$ cat src/sv/ecf_pkg.sv
// ----------------------------------------------------------------------------
// Election candidate package
// Shared types, command and opcode codes, and register reset values for the
// candidate-side leader election block.
// ----------------------------------------------------------------------------
package ecf_pkg;

    typedef enum logic [1:0] {
        ACT_START   = 2'd0,
        ACT_STOP    = 2'd1,
        ACT_MESSAGE = 2'd2,
        ACT_EXPIRE  = 2'd3
    } action_t;

    localparam logic [2:0] OP_NOOP       = 3'd0;
    localparam logic [2:0] OP_VOTE       = 3'd1;
    localparam logic [2:0] OP_NOMINATION = 3'd2;
    localparam logic [2:0] OP_LEAD       = 3'd3;

    localparam logic [2:0] CMD_NONE     = 3'd0;
    localparam logic [2:0] CMD_NOMINATE = 3'd1;
    localparam logic [2:0] CMD_LEADER   = 3'd2;
    localparam logic [2:0] CMD_FOLLOW   = 3'd3;
    localparam logic [2:0] CMD_ACCEPT   = 3'd4;
    localparam logic [2:0] CMD_GIVEUP   = 3'd5;
    localparam logic [2:0] CMD_UNKNOWN  = 3'd6;

    localparam logic [1:0] CFG_PEER_COUNT  = 2'd0;
    localparam logic [1:0] CFG_MIN_TIMEOUT = 2'd1;
    localparam logic [1:0] CFG_MAX_TIMEOUT = 2'd2;
    localparam logic [1:0] CFG_RETRY_LIMIT = 2'd3;

    localparam logic [7:0]  PEER_COUNT_RESET  = 8'd2;
    localparam logic [31:0] MIN_TIMEOUT_RESET = 32'd150000000;
    localparam logic [31:0] MAX_TIMEOUT_RESET = 32'd300000000;
    localparam logic [7:0]  RETRY_LIMIT_RESET = 8'd100;

    localparam logic [8:0] VOTE_MAX  = 9'd511;
    localparam logic [7:0] RETRY_MAX = 8'd255;

    typedef struct packed {
        action_t     action;
        logic [2:0]  opcode;
        logic [31:0] msg_term;
        logic [31:0] msg_extra;
        logic [7:0]  remote_node;
        logic [7:0]  remote_cluster;
    } event_t;

    typedef struct packed {
        logic [2:0]  command;
        logic [31:0] out_term;
        logic [31:0] out_extra;
        logic [7:0]  out_node;
        logic [7:0]  out_cluster;
        logic        arm_timer;
        logic        cancel_timer;
        logic [39:0] timer_low;
        logic [39:0] timer_high;
        logic [8:0]  votes_now;
    } result_t;

    typedef struct packed {
        logic [31:0] current_term;
        logic [8:0]  vote_count;
        logic [7:0]  retry_count;
        logic        active;
    } cand_state_t;

    typedef struct packed {
        logic [7:0]  peer_count;
        logic [31:0] min_timeout;
        logic [31:0] max_timeout;
        logic [7:0]  retry_limit;
    } cfg_t;

endpackage

$ cat src/sv/ecf_cfg.sv
// ----------------------------------------------------------------------------
// Election candidate configuration registers
// Holds peer count, base timeout bounds and retry limit, written by index.
// ----------------------------------------------------------------------------
module ecf_cfg
    import ecf_pkg::*;
(
    input  logic        clk,
    input  logic        rst_n,
    input  logic        cfg_we,
    input  logic [1:0]  cfg_index,
    input  logic [31:0] cfg_data,
    output cfg_t        cfg
);

    cfg_t cfg_reg;

    always_ff @(posedge clk or negedge rst_n)
    begin
        if (!rst_n)
        begin
            cfg_reg.peer_count  <= PEER_COUNT_RESET;
            cfg_reg.min_timeout <= MIN_TIMEOUT_RESET;
            cfg_reg.max_timeout <= MAX_TIMEOUT_RESET;
            cfg_reg.retry_limit <= RETRY_LIMIT_RESET;
        end
        else if (cfg_we)
        begin
            unique case (cfg_index)
                CFG_PEER_COUNT:  cfg_reg.peer_count  <= cfg_data[7:0];
                CFG_MIN_TIMEOUT: cfg_reg.min_timeout <= cfg_data;
                CFG_MAX_TIMEOUT: cfg_reg.max_timeout <= cfg_data;
                CFG_RETRY_LIMIT: cfg_reg.retry_limit <= cfg_data[7:0];
                default:         cfg_reg             <= cfg_reg;
            endcase
        end
    end

    assign cfg = cfg_reg;

endmodule

$ cat src/sv/ecf_step.sv
// ----------------------------------------------------------------------------
// Election candidate step logic
// Computes the result and the next candidate state for one event.
// ----------------------------------------------------------------------------
module ecf_step
    import ecf_pkg::*;
(
    input  event_t      ev,
    input  cand_state_t st,
    input  cfg_t        cfg,
    output result_t     res,
    output cand_state_t st_next
);

    logic [7:0]  retry_inc;
    logic [8:0]  vote_inc;
    logic [31:0] term_inc;
    logic [7:0]  scale;
    logic [39:0] bound_low;
    logic [39:0] bound_high;
    logic        majority;

    assign retry_inc = (st.retry_count < RETRY_MAX) ? st.retry_count + 8'd1 : st.retry_count;
    assign vote_inc  = (st.vote_count < VOTE_MAX) ? st.vote_count + 9'd1 : st.vote_count;
    assign term_inc  = st.current_term + 32'd1;
    assign majority  = {1'b0, vote_inc, 1'b0} >= {3'b000, cfg.peer_count} + 11'd1;

    // Bounds are scaled by the retry count after an expiry, else taken as is.
    assign scale      = (ev.action == ACT_EXPIRE) ? retry_inc : 8'd1;
    assign bound_low  = 40'(scale) * 40'(cfg.min_timeout);
    assign bound_high = 40'(scale) * 40'(cfg.max_timeout);

    always_comb
    begin
        res     = '0;
        st_next = st;
        unique case (ev.action)
            ACT_START:
            begin
                st_next.active       = 1'b1;
                st_next.retry_count  = 8'd0;
                st_next.current_term = term_inc;
                st_next.vote_count   = 9'd1;
                res.command          = CMD_NOMINATE;
                res.out_term         = term_inc;
                res.arm_timer        = 1'b1;
                res.timer_low        = bound_low;
                res.timer_high       = bound_high;
            end
            ACT_STOP:
            begin
                if (st.active)
                begin
                    st_next.active   = 1'b0;
                    res.cancel_timer = 1'b1;
                end
            end
            ACT_EXPIRE:
            begin
                if (st.active)
                begin
                    st_next.retry_count = retry_inc;
                    if (retry_inc >= cfg.retry_limit)
                    begin
                        res.command    = CMD_GIVEUP;
                        st_next.active = 1'b0;
                    end
                    else
                    begin
                        st_next.current_term = term_inc;
                        st_next.vote_count   = 9'd1;
                        res.command          = CMD_NOMINATE;
                        res.out_term         = term_inc;
                        res.arm_timer        = 1'b1;
                        res.timer_low        = bound_low;
                        res.timer_high       = bound_high;
                    end
                end
            end
            ACT_MESSAGE:
            begin
                if (st.active)
                begin
                    unique case (ev.opcode)
                        OP_NOOP:
                        begin
                            res.command = CMD_NONE;
                        end
                        OP_VOTE:
                        begin
                            st_next.vote_count = vote_inc;
                            if (majority)
                            begin
                                res.command        = CMD_LEADER;
                                res.cancel_timer   = 1'b1;
                                st_next.active     = 1'b0;
                            end
                            else
                            begin
                                st_next.retry_count = 8'd0;
                                res.arm_timer       = 1'b1;
                                res.timer_low       = bound_low;
                                res.timer_high      = bound_high;
                            end
                        end
                        OP_NOMINATION:
                        begin
                            if (ev.msg_term > st.current_term)
                            begin
                                res.command      = CMD_FOLLOW;
                                res.cancel_timer = 1'b1;
                                st_next.active   = 1'b0;
                                res.out_term     = ev.msg_term;
                                res.out_extra    = ev.msg_extra;
                                res.out_node     = ev.remote_node;
                                res.out_cluster  = ev.remote_cluster;
                            end
                        end
                        OP_LEAD:
                        begin
                            if (ev.msg_term >= st.current_term)
                            begin
                                res.command      = CMD_ACCEPT;
                                res.cancel_timer = 1'b1;
                                st_next.active   = 1'b0;
                                res.out_term     = ev.msg_term;
                                res.out_node     = ev.remote_node;
                                res.out_cluster  = ev.remote_cluster;
                            end
                        end
                        default:
                        begin
                            res.command = CMD_UNKNOWN;
                        end
                    endcase
                end
            end
            default:
            begin
                res.command = CMD_NONE;
            end
        endcase
        res.votes_now = st_next.vote_count;
    end

endmodule

$ cat src/sv/election_candidate_fsm.sv
// ----------------------------------------------------------------------------
// Election candidate FSM
// Candidate side of a leader election: one result beat for each event beat.
// An accepted event beat is held in one input register, then passes the
// step logic and its two 8x32 multipliers into the result register.
// One event beat is accepted every cycle while results drain.
// Reset clears term, vote and retry counts and the active flag, and loads the
// configuration registers with their default values.
// ----------------------------------------------------------------------------
module election_candidate_fsm
    import ecf_pkg::*;
(
    input  logic        clk,
    input  logic        rst_n,
    input  logic        cfg_we,
    input  logic [1:0]  cfg_index,
    input  logic [31:0] cfg_data,
    input  logic        event_valid,
    output logic        event_stall,
    input  logic [1:0]  action,
    input  logic [2:0]  opcode,
    input  logic [31:0] msg_term,
    input  logic [31:0] msg_extra,
    input  logic [7:0]  remote_node,
    input  logic [7:0]  remote_cluster,
    output logic        result_valid,
    input  logic        result_stall,
    output logic [2:0]  command,
    output logic [31:0] out_term,
    output logic [31:0] out_extra,
    output logic [7:0]  out_node,
    output logic [7:0]  out_cluster,
    output logic        arm_timer,
    output logic        cancel_timer,
    output logic [39:0] timer_low,
    output logic [39:0] timer_high,
    output logic [8:0]  votes_now
);

    cfg_t        cfg;
    event_t      ev_reg;
    logic        ev_valid_reg;
    result_t     res_reg;
    logic        res_valid_reg;
    cand_state_t st_reg;
    cand_state_t st_next;
    result_t     res_next;
    logic        out_free;
    logic        advance;
    logic        accept;

    ecf_cfg u_cfg (
        .clk       (clk),
        .rst_n     (rst_n),
        .cfg_we    (cfg_we),
        .cfg_index (cfg_index),
        .cfg_data  (cfg_data),
        .cfg       (cfg)
    );

    ecf_step u_step (
        .ev      (ev_reg),
        .st      (st_reg),
        .cfg     (cfg),
        .res     (res_next),
        .st_next (st_next)
    );

    assign out_free    = !res_valid_reg || !result_stall;
    assign advance     = ev_valid_reg && out_free;
    assign event_stall = ev_valid_reg && !out_free;
    assign accept      = event_valid && !event_stall;

    always_ff @(posedge clk or negedge rst_n)
    begin
        if (!rst_n)
        begin
            ev_valid_reg  <= 1'b0;
            res_valid_reg <= 1'b0;
            st_reg        <= '0;
        end
        else
        begin
            if (accept)
            begin
                ev_valid_reg <= 1'b1;
            end
            else if (advance)
            begin
                ev_valid_reg <= 1'b0;
            end
            if (out_free)
            begin
                res_valid_reg <= ev_valid_reg;
            end
            if (advance)
            begin
                st_reg <= st_next;
            end
        end
    end

    always_ff @(posedge clk)
    begin
        if (accept)
        begin
            ev_reg.action         <= action_t'(action);
            ev_reg.opcode         <= opcode;
            ev_reg.msg_term       <= msg_term;
            ev_reg.msg_extra      <= msg_extra;
            ev_reg.remote_node    <= remote_node;
            ev_reg.remote_cluster <= remote_cluster;
        end
        if (advance)
        begin
            res_reg <= res_next;
        end
    end

    assign result_valid = res_valid_reg;
    assign command      = res_reg.command;
    assign out_term     = res_reg.out_term;
    assign out_extra    = res_reg.out_extra;
    assign out_node     = res_reg.out_node;
    assign out_cluster  = res_reg.out_cluster;
    assign arm_timer    = res_reg.arm_timer;
    assign cancel_timer = res_reg.cancel_timer;
    assign timer_low    = res_reg.timer_low;
    assign timer_high   = res_reg.timer_high;
    assign votes_now    = res_reg.votes_now;

endmodule

$ cat config.mk
export PLATFORM = sky130hd
export DESIGN_NAME = election_candidate_fsm
export DESIGN_NICKNAME = d
export VERILOG_FILES = /design/src/sv/ecf_pkg.sv /design/src/sv/ecf_cfg.sv /design/src/sv/ecf_step.sv /design/src/sv/election_candidate_fsm.sv
export SDC_FILE = /design/constraint.sdc
export NUM_CORES = 2
export LEC_CHECK = 0
export BUFFER_PORTS_ARGS = -buffer_cell sky130_fd_sc_hd__buf_4
export CAP_MARGIN = 20
export CORE_AREA = 4 4 335 337
export CTS_BUF_LIST = sky130_fd_sc_hd__clkbuf_4
export CTS_CLUSTER_DIAMETER = 30
export DETAILED_ROUTE_END_ITERATION = 16
export DIE_AREA = 0 0 339 341
export PLACE_DENSITY = 0.5
export SYNTH_ARGS = -nofsm -noshare
export SYNTH_HDL_FRONTEND = slang
export SYNTH_SLANG_ARGS = --single-unit
$ cat constraint.sdc
create_clock -name clk -period 9.4 [get_ports clk]
set_input_delay 1.41 -clock clk [delete_from_list [all_inputs] [get_ports clk]]
set_output_delay 1.41 -clock clk [all_outputs]
set_load 0.005 [all_outputs]
After elaboration in Yosys (flattened, before gate mapping):

Index checks and enable logic that the tools add are counted.

* register bits after elaboration: 391
* input bits: 124
* output and inout port bits: 176

* multipliers: 2
* multiplexer cells: 45
* reduce and logical (&&, ||, !) cells: 22
* order comparisons: 6
* equal/unequal tests: 14
* $add $sub $neg: 4

Operator list (number)
* $mux 80: 4
* $pmux 80 s3: 1
* $mux 165: 1
* $pmux 32 s2: 2
* $pmux 35 s3: 1
* $mux 82: 1
* $mul 8x32->40: 2
* $mux 35: 2
* $mux 32: 2
* $pmux 17 s3: 1
* $mux 50: 1
* $mux 41: 1
* $add 32x1->32 const B: 1
* $ge 32x32->1: 1
* $gt 32x32->1: 1
* $pmux 16 s2: 1
* $mux 8: 3
* $mux 18: 1
* $mux 17: 1
* $mux 16: 1
* $mux 1: 12
* $pmux 3 s4: 1
* $ge 10x11->1: 1
* $ne 2x2->1 const B: 5
* 26 further kinds: 45

Logic depth before layout (Yosys ltp):

* depth after elaboration: 8
* depth in mapped cells: 28
* gate-level depth less buffers: 27

Hierarchy:

From an unflattened synthesis, not the netlist that was laid out.

* cell total of the unflattened synthesis: 3099
* area, all modules: 33159.3 um^2

By module, submodules not included
* ecf_step: area an instance 20407.1 um^2, times used 1, seq. area each 0.0 um^2, cells each 2557
* election_candidate_fsm: area an instance 9738.1 um^2, times used 1, seq. area each 9078.7 um^2, cells each 372
* ecf_cfg: area an instance 3014.1 um^2, times used 1, seq. area each 2031.9 um^2, cells each 170

Worst setup path before layout:

Ideal clock, no wire load.

* path type: in2reg
* start point: input port result_stall
* end point: register st_reg[1] (netlist bit)
* path slack: 2.404 ns
* stages on the path: 6
* data arrival time: 6.859 ns
* cells stage by stage: nand2_1 -> nand2_1 -> clkinv_1 -> nand3_1 -> clkbuf_1 -> o21ai_0

* longest elaborated chain between the ends: 4

RTL lines
* start, declared: RTL line election_candidate_fsm.sv:27 `input logic result_stall,`
* $logic_not 1->1: RTL line election_candidate_fsm.sv:69 `assign out_free = !res_valid_reg || !result_stall;`
* $logic_or 1x1->1: RTL line election_candidate_fsm.sv:69
* $logic_and 1x1->1: RTL line election_candidate_fsm.sv:70 `assign advance = ev_valid_reg && out_free;`
* via advance: RTL line election_candidate_fsm.sv:49 `logic advance;`
* $reduce_and 6->1 (no line)
* end signal, assigned: RTL line election_candidate_fsm.sv:98 `st_reg <= st_next;`
* end, declared: RTL line election_candidate_fsm.sv:45 `cand_state_t st_reg;`

The timed path passes the listed nets, and every way through them passes these cells.
A chain may end at the register's enable or synchronous reset.

==> metrics.txt <==
hpwl dp=69,300 um; met2 GRT Util=25.1%; Yosys top cell area share=23.9%; Final TNS setup=0 ns; # setup viols final=0; multi-input logic area=19,500 sq um; Final Hold Viols=0; max FFs per register=85; Max Root-Sink Buffers=3; worst slew pin tran=1.15 ns; Starting Density=29.9%; grt total ovfl=0; EDFF count, synth=259; Clock transition at path regs=0.06 ns; largest net degree at the start of global routing=113; pwr dens=136 nW/um^2; Req. time, crit path=10.08 ns; vias per inst=4.68; Core Region=109,000 sq um; Min-Delay Path Class=reg -> reg; # Post-CTS Setup Buffers=0; Max VDD drop=0.0791 mV; GRT Total Usage=16.0%; DIE AREA=116,000 sq um; first-pass detailed-route iteration total=5; DRT Wirelength=92,200 um; critical path arrival=8.26 ns; nets=4,035; RSZ-0062 raised after global routing=no; Period minus WS final=7.58 ns; Worst setup EP type=flop; Max transition margin=23.2%; Synth Cell Area=32,600 sq um; Detail Route Antenna Nets=0; layout filler cell count=11.1k; Final GP Congestion=0.841; die height=341 um; synthesized flop and latch total=391; synth cell count leaders=inv_1 (387), fa_1 (360), and2_1 (319); post-cts sizing count=0; layout cell share with drive strength beyond 1=19.6%; Post-CTS Hold Buffers=0; Leakage=0.0180 uW; row count=121; final routed DRC violation total=0; clock sink count=391; Initial DRC Count=1,145; Max H-tree Level=4; commonest register cell after synthesis=edfxtp_1; syn avg cell area=10.7 sq um; top cells by area, synth=edfxtp_1 (24%), fa_1 (22%), dfrtp_1 (8.3%), ha_1 (6.8%), and2_1 (6.1%); area grow syn2layout=16.9%; Skew-Pair Late Insertion Delay=0.98 ns; Clock Tree Root=clkbuf_4; Critical Path Source Type=flop; Reg area=11,100 sq um; sequential share of the synthesized area=34.1%; GR Layer Usage met3=3.91%; initial antenna violation count=10; outcome=finished, final reports clean; max-cap violations=0; Power Total=5190 uW; busiest grt layer=met2; met1 GRT Util=21.9%; crit-path max FO=41; PortBufs=299; Synth Warn #=0; ys async rst share=33.8%; f_max=132 MHz; Vias=22.9k; Final Skew=0.0505 ns; TritonCTS buffer count=131; first-pass GRT wire length=145,000 um; fin. max-slew vios=0; vias in the first global route=24.2k; Synthesized Nets=3,703; I/O pin total=300; Setup CP Type=reg -> reg; DIE WIDTH=339 um; drt wl/cell=18.8 um; dominant cell type by area after synthesis=edfxtp_1; Final Cycle Share=80.6%; CTS tree=built; most numerous cell in the Yosys netlist=inv_1; library cells used by synthesis=83; cells after synthesis=3,042
-- power breakdown --
group | internal [uW] | switching, uW | total, uW | leakage, uW
Sequential | 2050 | 229 | 2280 | 0.00413
Combinational | 451 | 606 | 1060 | 0.0129
Clock | 1040 | 823 | 1860 | 0.00102
Total | 3540 | 1660 | 5190 | 0.0180
-- layer usage --
| layer | wire length [um] | share of wire, % |
|---|---|---|
| met1 | 42600 | 46 |
| met2 | 42600 | 46 |
| met3 | 4790 | 5.2 |
| met4 | 2180 | 2.4 |
| met5 | 0 | 0 |
-- worst paths after layout --
check / start / end / slack (ns) / cells past startpoint
max: st_reg[1] / timer_low[39] / 1.82 / 25
min in group asynchronous: rst_n / st_reg[39] / 0.51 / 1
max in group asynchronous: rst_n / u_cfg.cfg[58] / 7.63 / 2
max reg2reg: st_reg[1] / timer_low[39] / 1.82 / 25
min: st_reg[40] / st_reg[40] / 0.48 / 1
min reg2reg: st_reg[40] / st_reg[40] / 0.48 / 1
-- critical path, stage by stage (launching register included) --
cell,delay [ns]
dfrtp_1,0.41
ha_1,0.24
nand2_1,0.10
nor2_1,0.12
nand3_1,0.26
nand3_1,0.17
o21a_2,0.81
buf_4,0.42
inv_1,0.09
nor2_1,0.40
nand2_1,0.15
fa_1,0.53
fa_1,0.51
fa_1,0.51
inv_1,0.06
fa_1,0.53
ha_1,0.39
a21oi_1,0.23
o21ai_0,0.13
a21o_1,0.20
a21oi_1,0.26
o211ai_1,0.14
a311oi_1,0.31
o31ai_1,0.15
xnor2_1,0.14
nor2_1,0.06
-- placed cells by master (no fill, tap or decap), drive strengths merged, types with 8 or more instances in the layout --
master and instances:
clkinv 38, nor3 20, nand4 26, o21bai 10
xnor2 102, a21o 71, diode 9, a22o 34
a31oi 11, xor2 34, dfstp 24, ha 177
nand2b 11, and2 319, clkbuf 182, nand2 272
nor2b 10, o21ai 57, nand3 45, o31ai 12
edfxtp 259, or3 8, o21a 17, mux2 83
nor2 145, a21oi 92, buf 320, dfrtp 108
inv 393, fa 360, o211ai 13, and3 128
-- kinds of logic after synthesis --
kind of cell | count (synthesis) | synth area share, %
DFF | 391 | 34.1
and+or+nand+nor | 1017 | 16.5
buffers and inverters | 510 | 6.11
adders and majority gates | 537 | 28.9
muxes | 87 | 2.99
AOI/OAI and AO/OA | 364 | 7.72
xor gates and xnor gates | 136 | 3.66
-- per-stage QoR --
step	hold WS [ns]	cell area (sq um)	setup WS [ns]	util [%]	std cells
detailed placement	0.472	36300	1.87	33.3	4653
global placement	0.463	36300	1.87	33.3	4653
global route	0.465	38100	1.39	35.0	4893
floorplan	0.445	32600	2.40	-	3042
finish	0.481	38100	1.82	35.0	4895
CTS	0.388	38000	1.85	34.9	4884
-- final cells by class --
cell class                      count  area share, %
Clock inverter                     49          0.927
Inverter                          389           3.86
Tap cell                         1414           4.65
Sequential cell                   391           29.2
Multi-Input combinational cell   2141           51.3
Timing Repair Buffer              320           6.43
Clock buffer                      182           3.59
Antenna cell                        9         0.0592
(Power assumes the default switching activity.)
